--- src/rtl/ebceu_pkg.sv ---
// Shared types and constants for the 8-bit CPU execute unit.
package ebceu_pkg;

    // Operation codes as they arrive on the action port
    typedef enum logic [5:0] {
        ACT_LDA = 6'd0,  ACT_LDX = 6'd1,  ACT_LDY = 6'd2,  ACT_STA = 6'd3,
        ACT_STX = 6'd4,  ACT_STY = 6'd5,  ACT_TAX = 6'd6,  ACT_TAY = 6'd7,
        ACT_TXA = 6'd8,  ACT_TYA = 6'd9,  ACT_TSX = 6'd10, ACT_TXS = 6'd11,
        ACT_PHA = 6'd12, ACT_PHP = 6'd13, ACT_PLA = 6'd14, ACT_PLP = 6'd15,
        ACT_AND = 6'd16, ACT_EOR = 6'd17, ACT_ORA = 6'd18, ACT_BIT = 6'd19,
        ACT_CLC = 6'd20, ACT_CLD = 6'd21, ACT_CLI = 6'd22, ACT_CLV = 6'd23,
        ACT_SEC = 6'd24, ACT_SED = 6'd25, ACT_SEI = 6'd26, ACT_ADC = 6'd27,
        ACT_SBC = 6'd28, ACT_CMP = 6'd29, ACT_CPX = 6'd30, ACT_CPY = 6'd31,
        ACT_INC = 6'd32, ACT_INX = 6'd33, ACT_INY = 6'd34, ACT_DEC = 6'd35,
        ACT_DEX = 6'd36, ACT_DEY = 6'd37, ACT_ASL = 6'd38, ACT_LSR = 6'd39,
        ACT_ROL = 6'd40, ACT_ROR = 6'd41, ACT_NOP = 6'd42
    } action_t;

    // Operation classes seen by the execute side
    typedef enum logic [3:0] {
        CLS_NOP,
        CLS_MOVE,
        CLS_PUSH,
        CLS_PULL,
        CLS_LOGIC,
        CLS_BIT,
        CLS_FLAG,
        CLS_ADD,
        CLS_CMP,
        CLS_INCDEC,
        CLS_SHIFT
    } op_class_t;

    // Register or memory selector for source and destination
    typedef enum logic [2:0] {
        SEL_A,
        SEL_X,
        SEL_Y,
        SEL_S,
        SEL_M
    } reg_sel_t;

    // Sub-operation codes, meaning depends on class
    localparam logic [2:0] LOG_AND    = 3'd0;
    localparam logic [2:0] LOG_EOR    = 3'd1;
    localparam logic [2:0] LOG_ORA    = 3'd2;
    localparam logic [2:0] SH_ASL     = 3'd0;
    localparam logic [2:0] SH_LSR     = 3'd1;
    localparam logic [2:0] SH_ROL     = 3'd2;
    localparam logic [2:0] SH_ROR     = 3'd3;
    localparam logic [2:0] ID_INC     = 3'd0;
    localparam logic [2:0] ID_DEC     = 3'd1;
    localparam logic [2:0] STK_ACC    = 3'd0;
    localparam logic [2:0] STK_STATUS = 3'd1;
    localparam logic [2:0] ADD_ADC    = 3'd0;
    localparam logic [2:0] ADD_SBC    = 3'd1;

    // Status bit positions (flag ops carry one of these as sub code)
    localparam logic [2:0] FB_C = 3'd0;
    localparam logic [2:0] FB_Z = 3'd1;
    localparam logic [2:0] FB_I = 3'd2;
    localparam logic [2:0] FB_D = 3'd3;
    localparam logic [2:0] FB_V = 3'd6;
    localparam logic [2:0] FB_N = 3'd7;

    localparam logic [7:0] FL_B        = 8'h10;
    localparam logic [7:0] FL_U        = 8'h20;
    localparam logic [7:0] STATUS_INIT = 8'h20;
    localparam logic [8:0] STACK_PAGE  = 9'h100;

    // Queue between front and back
    localparam int QDEPTH = 2;
    localparam int QAW    = $clog2(QDEPTH);

    // Decoded operation
    typedef struct packed {
        op_class_t  cls;
        reg_sel_t   src;
        reg_sel_t   dst;
        logic [2:0] sub;
        logic       flag_val;
        logic [7:0] operand;
    } uop_t;

    // Queue handshake toward the back end
    typedef struct packed {
        logic valid;
        uop_t uop;
    } q_head_t;

endpackage

--- src/rtl/ebceu_front.sv ---
// Front end: accepts operations and decodes them into class and selectors.
module ebceu_front (
    input  logic                push,
    output logic                full,
    input  logic [5:0]          action,
    input  logic [7:0]          operand,
    input  logic                acc_mode,
    input  logic                q_full,
    output logic                q_wr,
    output ebceu_pkg::uop_t     q_data
);
    import ebceu_pkg::*;

    uop_t     uop;
    reg_sel_t shift_sel;

    // Accept when the queue has room
    assign full   = q_full;
    assign q_wr   = push & ~q_full;
    assign q_data = uop;

    assign shift_sel = acc_mode ? SEL_A : SEL_M;

    // Operation decoder
    always_comb
    begin
        uop.cls      = CLS_NOP;
        uop.src      = SEL_M;
        uop.dst      = SEL_A;
        uop.sub      = 3'd0;
        uop.flag_val = 1'b0;
        uop.operand  = operand;
        unique case (action_t'(action))
            ACT_LDA: begin uop.cls = CLS_MOVE; uop.src = SEL_M; uop.dst = SEL_A; end
            ACT_LDX: begin uop.cls = CLS_MOVE; uop.src = SEL_M; uop.dst = SEL_X; end
            ACT_LDY: begin uop.cls = CLS_MOVE; uop.src = SEL_M; uop.dst = SEL_Y; end
            ACT_STA: begin uop.cls = CLS_MOVE; uop.src = SEL_A; uop.dst = SEL_M; end
            ACT_STX: begin uop.cls = CLS_MOVE; uop.src = SEL_X; uop.dst = SEL_M; end
            ACT_STY: begin uop.cls = CLS_MOVE; uop.src = SEL_Y; uop.dst = SEL_M; end
            ACT_TAX: begin uop.cls = CLS_MOVE; uop.src = SEL_A; uop.dst = SEL_X; end
            ACT_TAY: begin uop.cls = CLS_MOVE; uop.src = SEL_A; uop.dst = SEL_Y; end
            ACT_TXA: begin uop.cls = CLS_MOVE; uop.src = SEL_X; uop.dst = SEL_A; end
            ACT_TYA: begin uop.cls = CLS_MOVE; uop.src = SEL_Y; uop.dst = SEL_A; end
            ACT_TSX: begin uop.cls = CLS_MOVE; uop.src = SEL_S; uop.dst = SEL_X; end
            ACT_TXS: begin uop.cls = CLS_MOVE; uop.src = SEL_X; uop.dst = SEL_S; end
            ACT_PHA: begin uop.cls = CLS_PUSH; uop.sub = STK_ACC; end
            ACT_PHP: begin uop.cls = CLS_PUSH; uop.sub = STK_STATUS; end
            ACT_PLA: begin uop.cls = CLS_PULL; uop.sub = STK_ACC; end
            ACT_PLP: begin uop.cls = CLS_PULL; uop.sub = STK_STATUS; end
            ACT_AND: begin uop.cls = CLS_LOGIC; uop.sub = LOG_AND; end
            ACT_EOR: begin uop.cls = CLS_LOGIC; uop.sub = LOG_EOR; end
            ACT_ORA: begin uop.cls = CLS_LOGIC; uop.sub = LOG_ORA; end
            ACT_BIT: uop.cls = CLS_BIT;
            ACT_CLC: begin uop.cls = CLS_FLAG; uop.sub = FB_C; uop.flag_val = 1'b0; end
            ACT_CLD: begin uop.cls = CLS_FLAG; uop.sub = FB_D; uop.flag_val = 1'b0; end
            ACT_CLI: begin uop.cls = CLS_FLAG; uop.sub = FB_I; uop.flag_val = 1'b0; end
            ACT_CLV: begin uop.cls = CLS_FLAG; uop.sub = FB_V; uop.flag_val = 1'b0; end
            ACT_SEC: begin uop.cls = CLS_FLAG; uop.sub = FB_C; uop.flag_val = 1'b1; end
            ACT_SED: begin uop.cls = CLS_FLAG; uop.sub = FB_D; uop.flag_val = 1'b1; end
            ACT_SEI: begin uop.cls = CLS_FLAG; uop.sub = FB_I; uop.flag_val = 1'b1; end
            ACT_ADC: begin uop.cls = CLS_ADD; uop.sub = ADD_ADC; end
            ACT_SBC: begin uop.cls = CLS_ADD; uop.sub = ADD_SBC; end
            ACT_CMP: begin uop.cls = CLS_CMP; uop.src = SEL_A; end
            ACT_CPX: begin uop.cls = CLS_CMP; uop.src = SEL_X; end
            ACT_CPY: begin uop.cls = CLS_CMP; uop.src = SEL_Y; end
            ACT_INC:
            begin
                uop.cls = CLS_INCDEC; uop.src = SEL_M; uop.dst = SEL_M; uop.sub = ID_INC;
            end
            ACT_INX:
            begin
                uop.cls = CLS_INCDEC; uop.src = SEL_X; uop.dst = SEL_X; uop.sub = ID_INC;
            end
            ACT_INY:
            begin
                uop.cls = CLS_INCDEC; uop.src = SEL_Y; uop.dst = SEL_Y; uop.sub = ID_INC;
            end
            ACT_DEC:
            begin
                uop.cls = CLS_INCDEC; uop.src = SEL_M; uop.dst = SEL_M; uop.sub = ID_DEC;
            end
            ACT_DEX:
            begin
                uop.cls = CLS_INCDEC; uop.src = SEL_X; uop.dst = SEL_X; uop.sub = ID_DEC;
            end
            ACT_DEY:
            begin
                uop.cls = CLS_INCDEC; uop.src = SEL_Y; uop.dst = SEL_Y; uop.sub = ID_DEC;
            end
            ACT_ASL:
            begin
                uop.cls = CLS_SHIFT; uop.src = shift_sel; uop.dst = shift_sel; uop.sub = SH_ASL;
            end
            ACT_LSR:
            begin
                uop.cls = CLS_SHIFT; uop.src = shift_sel; uop.dst = shift_sel; uop.sub = SH_LSR;
            end
            ACT_ROL:
            begin
                uop.cls = CLS_SHIFT; uop.src = shift_sel; uop.dst = shift_sel; uop.sub = SH_ROL;
            end
            ACT_ROR:
            begin
                uop.cls = CLS_SHIFT; uop.src = shift_sel; uop.dst = shift_sel; uop.sub = SH_ROR;
            end
            default: uop.cls = CLS_NOP;
        endcase
    end

endmodule

--- src/rtl/ebceu_queue.sv ---
// Short queue of decoded operations between front and back end.
module ebceu_queue (
    input  logic                clk,
    input  logic                rst_n,
    input  logic                wr_en,
    input  ebceu_pkg::uop_t     wr_data,
    output logic                q_full,
    input  logic                rd_en,
    output ebceu_pkg::q_head_t  head
);
    import ebceu_pkg::*;

    uop_t           mem [QDEPTH];
    logic [QAW-1:0] wr_ptr_reg, wr_ptr_next;
    logic [QAW-1:0] rd_ptr_reg, rd_ptr_next;
    logic [QAW:0]   count_reg, count_next;
    logic           do_wr, do_rd;

    assign q_full     = (count_reg == (QAW+1)'(QDEPTH));
    assign head.valid = (count_reg != '0);
    assign head.uop   = mem[rd_ptr_reg];

    assign do_wr = wr_en & ~q_full;
    assign do_rd = rd_en & head.valid;

    // Pointer and count update
    always_comb
    begin
        wr_ptr_next = wr_ptr_reg;
        rd_ptr_next = rd_ptr_reg;
        count_next  = count_reg;
        if (do_wr)
        begin
            wr_ptr_next = (wr_ptr_reg == QAW'(QDEPTH - 1)) ? '0 : wr_ptr_reg + 1'b1;
        end
        if (do_rd)
        begin
            rd_ptr_next = (rd_ptr_reg == QAW'(QDEPTH - 1)) ? '0 : rd_ptr_reg + 1'b1;
        end
        case ({do_wr, do_rd})
            2'b10:   count_next = count_reg + 1'b1;
            2'b01:   count_next = count_reg - 1'b1;
            default: count_next = count_reg;
        endcase
    end

    always_ff @(posedge clk or negedge rst_n)
    begin
        if (!rst_n)
        begin
            wr_ptr_reg <= '0;
            rd_ptr_reg <= '0;
            count_reg  <= '0;
        end
        else
        begin
            wr_ptr_reg <= wr_ptr_next;
            rd_ptr_reg <= rd_ptr_next;
            count_reg  <= count_next;
        end
    end

    // Storage
    always_ff @(posedge clk)
    begin
        if (do_wr)
        begin
            mem[wr_ptr_reg] <= wr_data;
        end
    end

endmodule

--- src/rtl/ebceu_back.sv ---
// Back end: register file, ALU and flag logic, plus the result register.
module ebceu_back (
    input  logic                clk,
    input  logic                rst_n,
    input  ebceu_pkg::q_head_t  head,
    output logic                rd_en,
    output logic                empty,
    input  logic                pop,
    output logic                write_enable,
    output logic [7:0]          write_data,
    output logic                stack_used,
    output logic [8:0]          stack_addr,
    output logic [7:0]          acc_out,
    output logic [7:0]          x_out,
    output logic [7:0]          y_out,
    output logic [7:0]          sp_out,
    output logic [7:0]          status_out
);
    import ebceu_pkg::*;

    // Architectural registers
    logic [7:0] a_reg, a_next;
    logic [7:0] x_reg, x_next;
    logic [7:0] y_reg, y_next;
    logic [7:0] s_reg, s_next;
    logic [7:0] p_reg, p_next;

    // Result register
    logic       out_valid_reg;
    logic       we_reg, su_reg;
    logic [7:0] wd_reg;
    logic [8:0] sa_reg;

    logic       fire;
    logic       we, su, dst_wr, nz_en;
    logic [7:0] wd, src_val, res, m, m_add, s_inc;
    logic [8:0] sa, sum, diff;
    uop_t       u;

    assign u     = head.uop;
    assign m     = u.operand;
    assign fire  = head.valid & (~out_valid_reg | pop);
    assign rd_en = fire;
    assign s_inc = s_reg + 8'd1;
    assign m_add = (u.sub == ADD_SBC) ? ~m : m;
    assign sum   = {1'b0, a_reg} + {1'b0, m_add} + {8'd0, p_reg[FB_C]};
    assign diff  = {1'b0, src_val} - {1'b0, m};

    // Source select
    always_comb
    begin
        case (u.src)
            SEL_A:   src_val = a_reg;
            SEL_X:   src_val = x_reg;
            SEL_Y:   src_val = y_reg;
            SEL_S:   src_val = s_reg;
            default: src_val = m;
        endcase
    end

    // Execute one operation
    always_comb
    begin
        a_next = a_reg;
        x_next = x_reg;
        y_next = y_reg;
        s_next = s_reg;
        p_next = p_reg;
        we     = 1'b0;
        wd     = 8'd0;
        su     = 1'b0;
        sa     = STACK_PAGE;
        res    = src_val;
        dst_wr = 1'b0;
        nz_en  = 1'b0;
        unique case (u.cls)
            CLS_MOVE:
            begin
                dst_wr = 1'b1;
                nz_en  = (u.dst != SEL_S) && (u.dst != SEL_M);
            end
            CLS_PUSH:
            begin
                we     = 1'b1;
                su     = 1'b1;
                sa     = {1'b1, s_reg};
                wd     = (u.sub == STK_STATUS) ? (p_reg | FL_B | FL_U) : a_reg;
                s_next = s_reg - 8'd1;
            end
            CLS_PULL:
            begin
                su     = 1'b1;
                sa     = {1'b1, s_inc};
                s_next = s_inc;
                if (u.sub == STK_STATUS)
                begin
                    p_next = (m & ~FL_B) | FL_U;
                end
                else
                begin
                    res    = m;
                    dst_wr = 1'b1;
                    nz_en  = 1'b1;
                end
            end
            CLS_LOGIC:
            begin
                case (u.sub)
                    LOG_AND: res = a_reg & m;
                    LOG_EOR: res = a_reg ^ m;
                    default: res = a_reg | m;
                endcase
                dst_wr = 1'b1;
                nz_en  = 1'b1;
            end
            CLS_BIT:
            begin
                p_next[FB_Z] = ((a_reg & m) == 8'd0);
                p_next[FB_N] = m[7];
                p_next[FB_V] = m[6];
            end
            CLS_FLAG:
            begin
                p_next[u.sub] = u.flag_val;
            end
            CLS_ADD:
            begin
                res          = sum[7:0];
                p_next[FB_C] = sum[8];
                p_next[FB_V] = (~(a_reg[7] ^ m_add[7])) & (a_reg[7] ^ sum[7]);
                dst_wr       = 1'b1;
                nz_en        = 1'b1;
            end
            CLS_CMP:
            begin
                p_next[FB_C] = ~diff[8];
                p_next[FB_Z] = (src_val == m);
                p_next[FB_N] = diff[7];
            end
            CLS_INCDEC:
            begin
                res    = (u.sub == ID_DEC) ? src_val - 8'd1 : src_val + 8'd1;
                dst_wr = 1'b1;
                nz_en  = 1'b1;
            end
            CLS_SHIFT:
            begin
                case (u.sub)
                    SH_ASL:
                    begin
                        res          = {src_val[6:0], 1'b0};
                        p_next[FB_C] = src_val[7];
                    end
                    SH_ROL:
                    begin
                        res          = {src_val[6:0], p_reg[FB_C]};
                        p_next[FB_C] = src_val[7];
                    end
                    SH_LSR:
                    begin
                        res          = {1'b0, src_val[7:1]};
                        p_next[FB_C] = src_val[0];
                    end
                    default:
                    begin
                        res          = {p_reg[FB_C], src_val[7:1]};
                        p_next[FB_C] = src_val[0];
                    end
                endcase
                dst_wr = 1'b1;
                nz_en  = 1'b1;
            end
            default:
            begin
                dst_wr = 1'b0;
            end
        endcase

        // Destination write-back
        if (dst_wr)
        begin
            case (u.dst)
                SEL_A:   a_next = res;
                SEL_X:   x_next = res;
                SEL_Y:   y_next = res;
                SEL_S:   s_next = res;
                default:
                begin
                    we = 1'b1;
                    wd = res;
                end
            endcase
        end

        // N and Z from the result
        if (nz_en)
        begin
            p_next[FB_Z] = (res == 8'd0);
            p_next[FB_N] = res[7];
        end
    end

    // Register file update
    always_ff @(posedge clk or negedge rst_n)
    begin
        if (!rst_n)
        begin
            a_reg <= 8'd0;
            x_reg <= 8'd0;
            y_reg <= 8'd0;
            s_reg <= 8'd0;
            p_reg <= STATUS_INIT;
        end
        else if (fire)
        begin
            a_reg <= a_next;
            x_reg <= x_next;
            y_reg <= y_next;
            s_reg <= s_next;
            p_reg <= p_next;
        end
    end

    // Result valid
    always_ff @(posedge clk or negedge rst_n)
    begin
        if (!rst_n)
        begin
            out_valid_reg <= 1'b0;
        end
        else if (fire)
        begin
            out_valid_reg <= 1'b1;
        end
        else if (pop)
        begin
            out_valid_reg <= 1'b0;
        end
    end

    // Result payload
    always_ff @(posedge clk)
    begin
        if (fire)
        begin
            we_reg <= we;
            wd_reg <= wd;
            su_reg <= su;
            sa_reg <= sa;
        end
    end

    assign empty         = ~out_valid_reg;
    assign write_enable  = we_reg;
    assign write_data    = wd_reg;
    assign stack_used    = su_reg;
    assign stack_addr    = sa_reg;
    assign acc_out       = a_reg;
    assign x_out         = x_reg;
    assign y_out         = y_reg;
    assign sp_out        = s_reg;
    assign status_out    = p_reg;

endmodule

--- src/rtl/eight_bit_cpu_execute_unit_top.sv ---
// Top level of the 8-bit CPU execute unit.
//
// Execute stage of an 8-bit processor holding A, X, Y, S and P.
// Input channel: push/full. An operation (action, operand, acc_mode)
// transfers on a rising edge with push high and full low.
// Result channel: empty/pop. While empty is low the oldest result is on the
// result ports; it transfers on a rising edge with pop high.
// Each operation gives exactly one result: memory/stack write, stack
// address and all registers after the operation.
// An operation is decoded into the two-entry queue at its transfer edge
// and is then executed into the result register, which shows its result.
// The back end takes one operation per cycle while the result register
// is empty or being popped; its ALU and register update are combinational.
// If the receiver stalls, the result register holds and the queue fills;
// full rises once it holds two operations and drops once results drain.
// Reset (rst_n low) empties the queue and result register and sets A, X, Y
// and S to zero and P to 0x20.
module eight_bit_cpu_execute_unit_top (
    input  logic       clk,
    input  logic       rst_n,
    input  logic       push,
    output logic       full,
    input  logic [5:0] action,
    input  logic [7:0] operand,
    input  logic       acc_mode,
    output logic       empty,
    input  logic       pop,
    output logic       write_enable,
    output logic [7:0] write_data,
    output logic       stack_used,
    output logic [8:0] stack_addr,
    output logic [7:0] acc_out,
    output logic [7:0] x_out,
    output logic [7:0] y_out,
    output logic [7:0] sp_out,
    output logic [7:0] status_out
);
    import ebceu_pkg::*;

    logic    q_full, q_wr, rd_en;
    uop_t    q_data;
    q_head_t head;

    ebceu_front u_front (
        .push             (push),
        .full             (full),
        .action           (action),
        .operand          (operand),
        .acc_mode         (acc_mode),
        .q_full           (q_full),
        .q_wr             (q_wr),
        .q_data           (q_data)
    );

    ebceu_queue u_queue (
        .clk     (clk),
        .rst_n   (rst_n),
        .wr_en   (q_wr),
        .wr_data (q_data),
        .q_full  (q_full),
        .rd_en   (rd_en),
        .head    (head)
    );

    ebceu_back u_back (
        .clk           (clk),
        .rst_n         (rst_n),
        .head          (head),
        .rd_en         (rd_en),
        .empty         (empty),
        .pop           (pop),
        .write_enable  (write_enable),
        .write_data    (write_data),
        .stack_used    (stack_used),
        .stack_addr    (stack_addr),
        .acc_out       (acc_out),
        .x_out         (x_out),
        .y_out         (y_out),
        .sp_out        (sp_out),
        .status_out    (status_out)
    );

endmodule
--- config.mk ---
export PLATFORM = sky130hd
export DESIGN_NAME = eight_bit_cpu_execute_unit_top
export DESIGN_NICKNAME = d
export VERILOG_FILES = /design/src/rtl/ebceu_pkg.sv /design/src/rtl/ebceu_front.sv /design/src/rtl/ebceu_queue.sv /design/src/rtl/ebceu_back.sv /design/src/rtl/eight_bit_cpu_execute_unit_top.sv
export SDC_FILE = /design/constraint.sdc
export NUM_CORES = 1
export LEC_CHECK = 0
export ABC_CLOCK_PERIOD_IN_PS = 3750
export BUFFER_PORTS_ARGS = -buffer_cell sky130_fd_sc_hd__buf_2
export CAP_MARGIN = 30
export CORE_UTILIZATION = 33
export DETAILED_ROUTE_END_ITERATION = 7
export PLACE_DENSITY = 0.47
export SLEW_MARGIN = 20
export SYNTH_ARGS = -nofsm -noshare
export SYNTH_HDL_FRONTEND = slang
export SYNTH_SLANG_ARGS = --single-unit
--- constraint.sdc ---
create_clock -name clk -period 3.75 [get_ports clk]
set_input_delay 0.5625 -clock clk [delete_from_list [all_inputs] [get_ports clk]]
set_output_delay 0.5625 -clock clk [all_outputs]
set_load 0.01 [all_outputs]
### Yosys cells after proc, flatten, opt, wreduce, memory -nomap -nowiden

Memory sizes are Yosys's and may differ from the RTL's.
Cells that the tools add are included.

* equal/unequal tests: 67
* reductions and logical operators: 46
* $add $sub $neg: 11
* magnitude comparators: 2
* bitwise operators: 16
* multiplexer cells: 47

Operator list (number)
* == test 6 x 5 -> 1 bit, second input constant: 16
* two-way mux 8 bit: 10
* == test 6 bit, second input constant: 10
* == test 6 x 4 -> 1 bit, second input constant: 8
* one-hot mux 8 bit (2 select lines): 3
* one-hot mux 4 bit (10 select lines): 1
* one-hot mux 8 bit (5 select lines): 1
* one-hot mux 8 bit (4 select lines): 1
* one-hot mux 3 bit (5 select lines): 2
* == test 6 x 3 -> 1 bit, second input constant: 4
* one-hot mux 8 bit (3 select lines): 1
* OR reduction 4 bit: 6
* AND reduction 3 bit: 7
* OR reduction 5 bit: 4
* adder 8 x 1 -> 8 bit, second input constant: 2
* == test 4 x 3 -> 1 bit, second input constant: 4
* logical NOT 8 bit: 2
* two-way mux 1 bit: 16
* subtractor 8 x 1 -> 8 bit, second input constant: 2
* == test 3 x 2 -> 1 bit, second input constant: 5
* == test 4 bit, second input constant: 3
* == test 6 x 2 -> 1 bit, second input constant: 2
* one-hot mux 1 bit (4 select lines): 3
* one-hot mux 3 bit (4 select lines): 1
* 47 further kinds: 75

* bits of input ports: 19
* flip-flop bits (word level): 64
* memories kept: 1
* RAM bits: 44

Memories
* u_queue.mem: words 2, width 22, rd ports 1, clocked after memory_dff 0, write ports 1, line ebceu_queue.sv:13 `uop_t mem [QDEPTH];`

### Logic depth before layout (Yosys ltp)

An unclocked memory read counts as a cell.

* depth after elaboration: 8
* mapped depth: 19
* depth with buffers taken out: 14

### By module

A second synthesis with hierarchy kept.

* cells, all modules: 854
* area, all modules: 7821.3 µm²

Modules (own cells, without submodules)
* ebceu_back: area each 5403.9 µm², cells each 666, instances 1
* ebceu_queue: area each 1783.0 µm², cells each 86, instances 1
* ebceu_front: area each 634.4 µm², cells each 102, instances 1

### Least setup slack after synthesis

No wires, ideal clock.

* path kind: reg2reg
* start point: register u_queue.rd_ptr_reg
* end point: register u_back.p_reg[1], in the netlist u_back.status_out[1]
* setup slack: -371 ps
* stages on the path, launching flop included: 19
* buffers on the path: 5
* clock period less this slack: 4121 ps
* arrival time: 4029 ps
* library setup time: 92 ps
* path through: dfrtp_1 > buf_6 > buf_4 > buf_6 > buf_2 > buf_2 > mux2i_1 > xnor2_1 > fa_1 > inv_1 > fa_1 > a21o_1 > a21oi_1 > o21bai_1 > a21oi_1 > xor2_1 > o211ai_1 > or4_1 > o31ai_2

* cells in the longest elaborated chain, start to end: 8

RTL lines
* start: declaration: line ebceu_queue.sv:15 `logic [QAW-1:0] rd_ptr_reg, rd_ptr_next;`
* start signal: assignment: line ebceu_queue.sv:58 `rd_ptr_reg <= rd_ptr_next;`
* memory read (2 x 22 bit) (*)
* == test 3 x 1 -> 1 bit (tied with other cells)
* two-way mux 8 bit (tied with other cells): line ebceu_back.sv:45 `assign m_add = (u.sub == ADD_SBC) ? ~m : m;`
* adder 8 x 8 -> 9 bit (tied with other cells): line ebceu_back.sv:46 `assign sum = {1'b0, a_reg} + {1'b0, m_add} + {8'd0, p_reg[FB_C]};`
* adder 9 x 1 -> 9 bit (tied with other cells): line ebceu_back.sv:46
* one-hot mux 8 bit (5 select lines) / bitwise mux 8 bit (equally long branches): line ebceu_back.sv:76, ebceu_back.sv:124
* logical NOT 8 bit / one-hot mux 1 bit (4 select lines) (equally long branches): line ebceu_back.sv:198, ebceu_back.sv:76
* two-way mux 1 bit: line ebceu_back.sv:196 `if (nz_en)`
* end signal: assignment: line ebceu_back.sv:220 `p_reg <= p_next;`
* end: declaration: line ebceu_back.sv:26 `logic [7:0] p_reg, p_next;`

Every way passes the cells marked *; elsewhere a longest branch is shown, timed or not. The select of a mux whose other input is x is not followed.
A chain may end at the register's enable or synchronous reset.

### Worst setup path after layout

Ends and elaborated chain as after synthesis.

==> impl_metrics.yaml <==
outcome:
  status: "finished clean"
yosys:
  yosysSeqAreaShare: 0.3774
  synth_area_um2: 7920
  synth.top_cell.area_share: 0.2351
  synth_area_leaders: "edfxtp_1 (24%), dfrtp_1 (14%), ha_1 (6.5%), o21ai_0 (5.4%), mux2i_1 (4.8%)"
  yosysWarnings: 0
  syn-num-nets: 929
  syn_inst: 866
  async_flop_share: 0.4206
  ys_seq_elements: 107
  yosys.area.top_type: "edfxtp_1"
  yosysUniqueCellTypes: 90
  synth_commonest_cells: "nand2_1 (95), o21ai_0 (86), nor2_1 (72)"
  avgSynthCellArea_um2: 9.146
  synth_edf_count: 62
  synth.most_common_cell: "nand2_1"
  synth-main-ff-cell: "edfxtp_1"
clock_network:
  worst_skew_pair.late_latency_ns: 0.36
  cts_tree: "yes"
  post_cts_buffers: 0
  cts_buffer_depth: 2
  htreeDepth: 3
  clock_sinks: 107
  numCtsBuffers: 9
  cts_resized: 0
  clockRootBuffer: "clkbuf_16"
  cts.clk_slew.worst_paths_ns: 0.08
  postCtsHoldBufs: 0
critical_path:
  r2r_start: "u_queue.rd_ptr_reg$_DFFE_PN0P_"
  regToRegSetupSlack_ns: 0.19
  crit_buf_inv: 3
  crit_top_cell: "buf_12"
  crit_family: "compound AO/OA/AOI/OAI gates"
  endpoint_kind: "register"
  cp.required_ns: 4.02
  startpoint_type: "register"
  max_stage_delay_ns: 0.48
  worstPathMaxFanout: 44
  r2r-end: "u_back.status_out[1]$_DFFE_PN0P_"
  crit_cells: 13
  worst-r2r-cell-count: 13
  worstPathCellList: "buf_12 -> o32ai_4 -> buf_12 -> nand2b_1 -> a31oi_1 -> inv_1 -> ha_1 -> mux2_2 -> a32oi_1 -> o221a_2 -> o221ai_1 -> or2_2 -> o31ai_2"
  path_class: "register to register"
  crit_path_top_delay_cell: "dfrtp_2"
  arrival_ns: 3.83
global_routing:
  grt_antenna_before_repair: 0
  grt_pass1_wl_mm: 42.03
  grt_max_degree: 45
  grt_pass1_vias: 6920
  grt-ovfl-total: 0
  grt_usage: 0.2320
placement:
  hpwlAfterDp_mm: 21.49
  portBuffers: 78
  dpl.cell_count: 1286
  routabilityCongestion: 0.9641
floorplan:
  io_pins: 80
  die_x_um: 156.9
  rows: 56
  start_util: 0.3374
  core_area_um2: 23470
  die_h_um: 156.9
  design.die.area_um2: 24620
detailed_routing:
  vias: 7116
  drc_errors: 0
  routed_wl_mm: 27.66
  drt_iter0_drc: 421
  wl_per_cell_um: 21.25
  dr.pass1.iters: 5
  antenna_left: 0
  vias_per_cell: 5.465
timing:
  hold_viol: 0
  finalCritPeriodShare: 0.9487
  fmax_mhz: 281.1
  worst_slew_pin_slew_ns: 0.8575
  fin_skew_ns: 0.01190
  layout_min_cycle_time_ns: 3.558
  hold_ws_ns: 0.2443
  slew_violations: 0
  setup_viol: 0
  slew_headroom: 0.4223
finish:
  seq_area_um2: 2990
  final_layout_size_suffix_gt1_frac: 0.2157
  syn2layout_area_growth_pct: 19.19
  antenna_cells: 0
  fillers: 2373
  layout.nets: 1041
  regMostFlops: "u_queue.mem"
  largest_reg_flops: 44
  multiInputGateArea_um2: 4681
  finalNonFillerCells: 1302
pwr:
  irDropWorstVdd_uv: 311.1
  leakage_nw: 3.896
  power_density_nw_per_um2: 969.5
job:
  drv_cap: 0
hold_path:
  worstHoldPathType: "input port to async pin"
[worst reg2reg max path: stages (launching register included)]
cell and delay (ns):
dfrtp_2 0.48, buf_12 0.21, o32ai_4 0.32, buf_12 0.18
nand2b_1 0.11, a31oi_1 0.23, inv_1 0.16, ha_1 0.35
mux2_2 0.36, a32oi_1 0.15, o221a_2 0.20, o221ai_1 0.16
or2_2 0.33, o31ai_2 0.22
[worst max path at each step]
stage / start / to / slack, ns
after floorplan: u_queue.rd_ptr_reg$_DFFE_PN0P_ / u_back.sp_out[5]$_DFFE_PN0P_ / 0.008
after global placement: u_queue.rd_ptr_reg$_DFFE_PN0P_ / u_back.status_out[1]$_DFFE_PN0P_ / 0.1
after detailed placement: u_queue.rd_ptr_reg$_DFFE_PN0P_ / u_back.status_out[1]$_DFFE_PN0P_ / 0.1
after CTS: u_queue.rd_ptr_reg$_DFFE_PN0P_ / u_back.status_out[1]$_DFFE_PN0P_ / 0.07
after global routing: u_queue.rd_ptr_reg$_DFFE_PN0P_ / u_back.status_out[1]$_DFFE_PN0P_ / -0.002
final: u_queue.rd_ptr_reg$_DFFE_PN0P_ / u_back.status_out[1]$_DFFE_PN0P_ / 0.19
[layer usage]
layer,vias up,share of wire,track usage
li1,3457,-,-
met1,3402,0.46,0.3057
met2,208,0.45,0.3723
met3,49,0.061,0.05149
met4,0,0.032,0.08170
met5,-,0,0
[power by group]
group	switching (mW)	total (mW)	internal, mW
Clock	0.445	0.962	0.518
Sequential	0.478	2.23	1.75
Combinational	3.49	5.96	2.47
Total	4.41	9.15	4.74
[cell families (layout without fill, tap and decap cells)]
group                    after synthesis  after routing  share of synthesized area
multiplexers                          51             51                    0.06793
XOR/XNOR                              25             25                    0.02765
AND/OR/NAND/NOR                      285            285                     0.1788
other                                  1              1                  0.0004735
AO/OA/AOI/OAI                        269            269                     0.2299
buffers and inverters                 84            201                    0.04550
flip-flops                           107            107                     0.3774
adder cells (fa/ha/maj)               44             44                    0.07235
[cell type report]
type	instances	area share
clock buffers	11	0.02465
inverters	45	0.01803
well taps	319	0.04228
multi-input cells	675	0.4958
repair buffers	140	0.09675
clock inverters	5	0.005699
flip-flops and latches	107	0.3168
[layout by cell type, fill, tap and decap left out, types with 4 or more instances in the layout]
cell type  instances
buf_2             78
ha_1              39
o211ai_1           6
o21a_1             9
nand3b_1          10
or3_1              5
nor2b_1            9
a32oi_1            4
a21oi_1           46
a221oi_1           6
nor2_1            69
or3b_2             4
nor3_1            18
a211oi_1           9
xnor2_1           18
o31ai_1            7
edfxtp_1          62
buf_4             57
dfrtp_1           43
clkbuf_16          9
o22ai_1           13
xor2_1             5
a31oi_1           11
inv_1             43
a32o_1             4
and3_1             5
mux2_2            12
a22oi_1            5
nand2b_1          15
nand4_1           10
o21ai_0           86
buf_12             4
nand3_1           12
mux2i_1           34
nand2_1           95
a21o_1             5
a22o_1             5
and2_1             4
[metrics by stage]
step             TNS, ns  power (mW)  cell area [um2]  utilization  setup slack [ns]
6_report               0       9.152             9440       0.4022            0.1923
3_5_place_dp           0       8.071             9094       0.3874           0.09903
3_3_place_gp           0       8.097             9079       0.3868           0.09655
2_1_floorplan          0       5.839             7999            -          0.007523
5_1_grt        -0.002369       9.819             9440       0.4022         -0.002369
4_1_cts                0       9.054             9380       0.3996           0.07036
(Power assumes the default switching activity.)
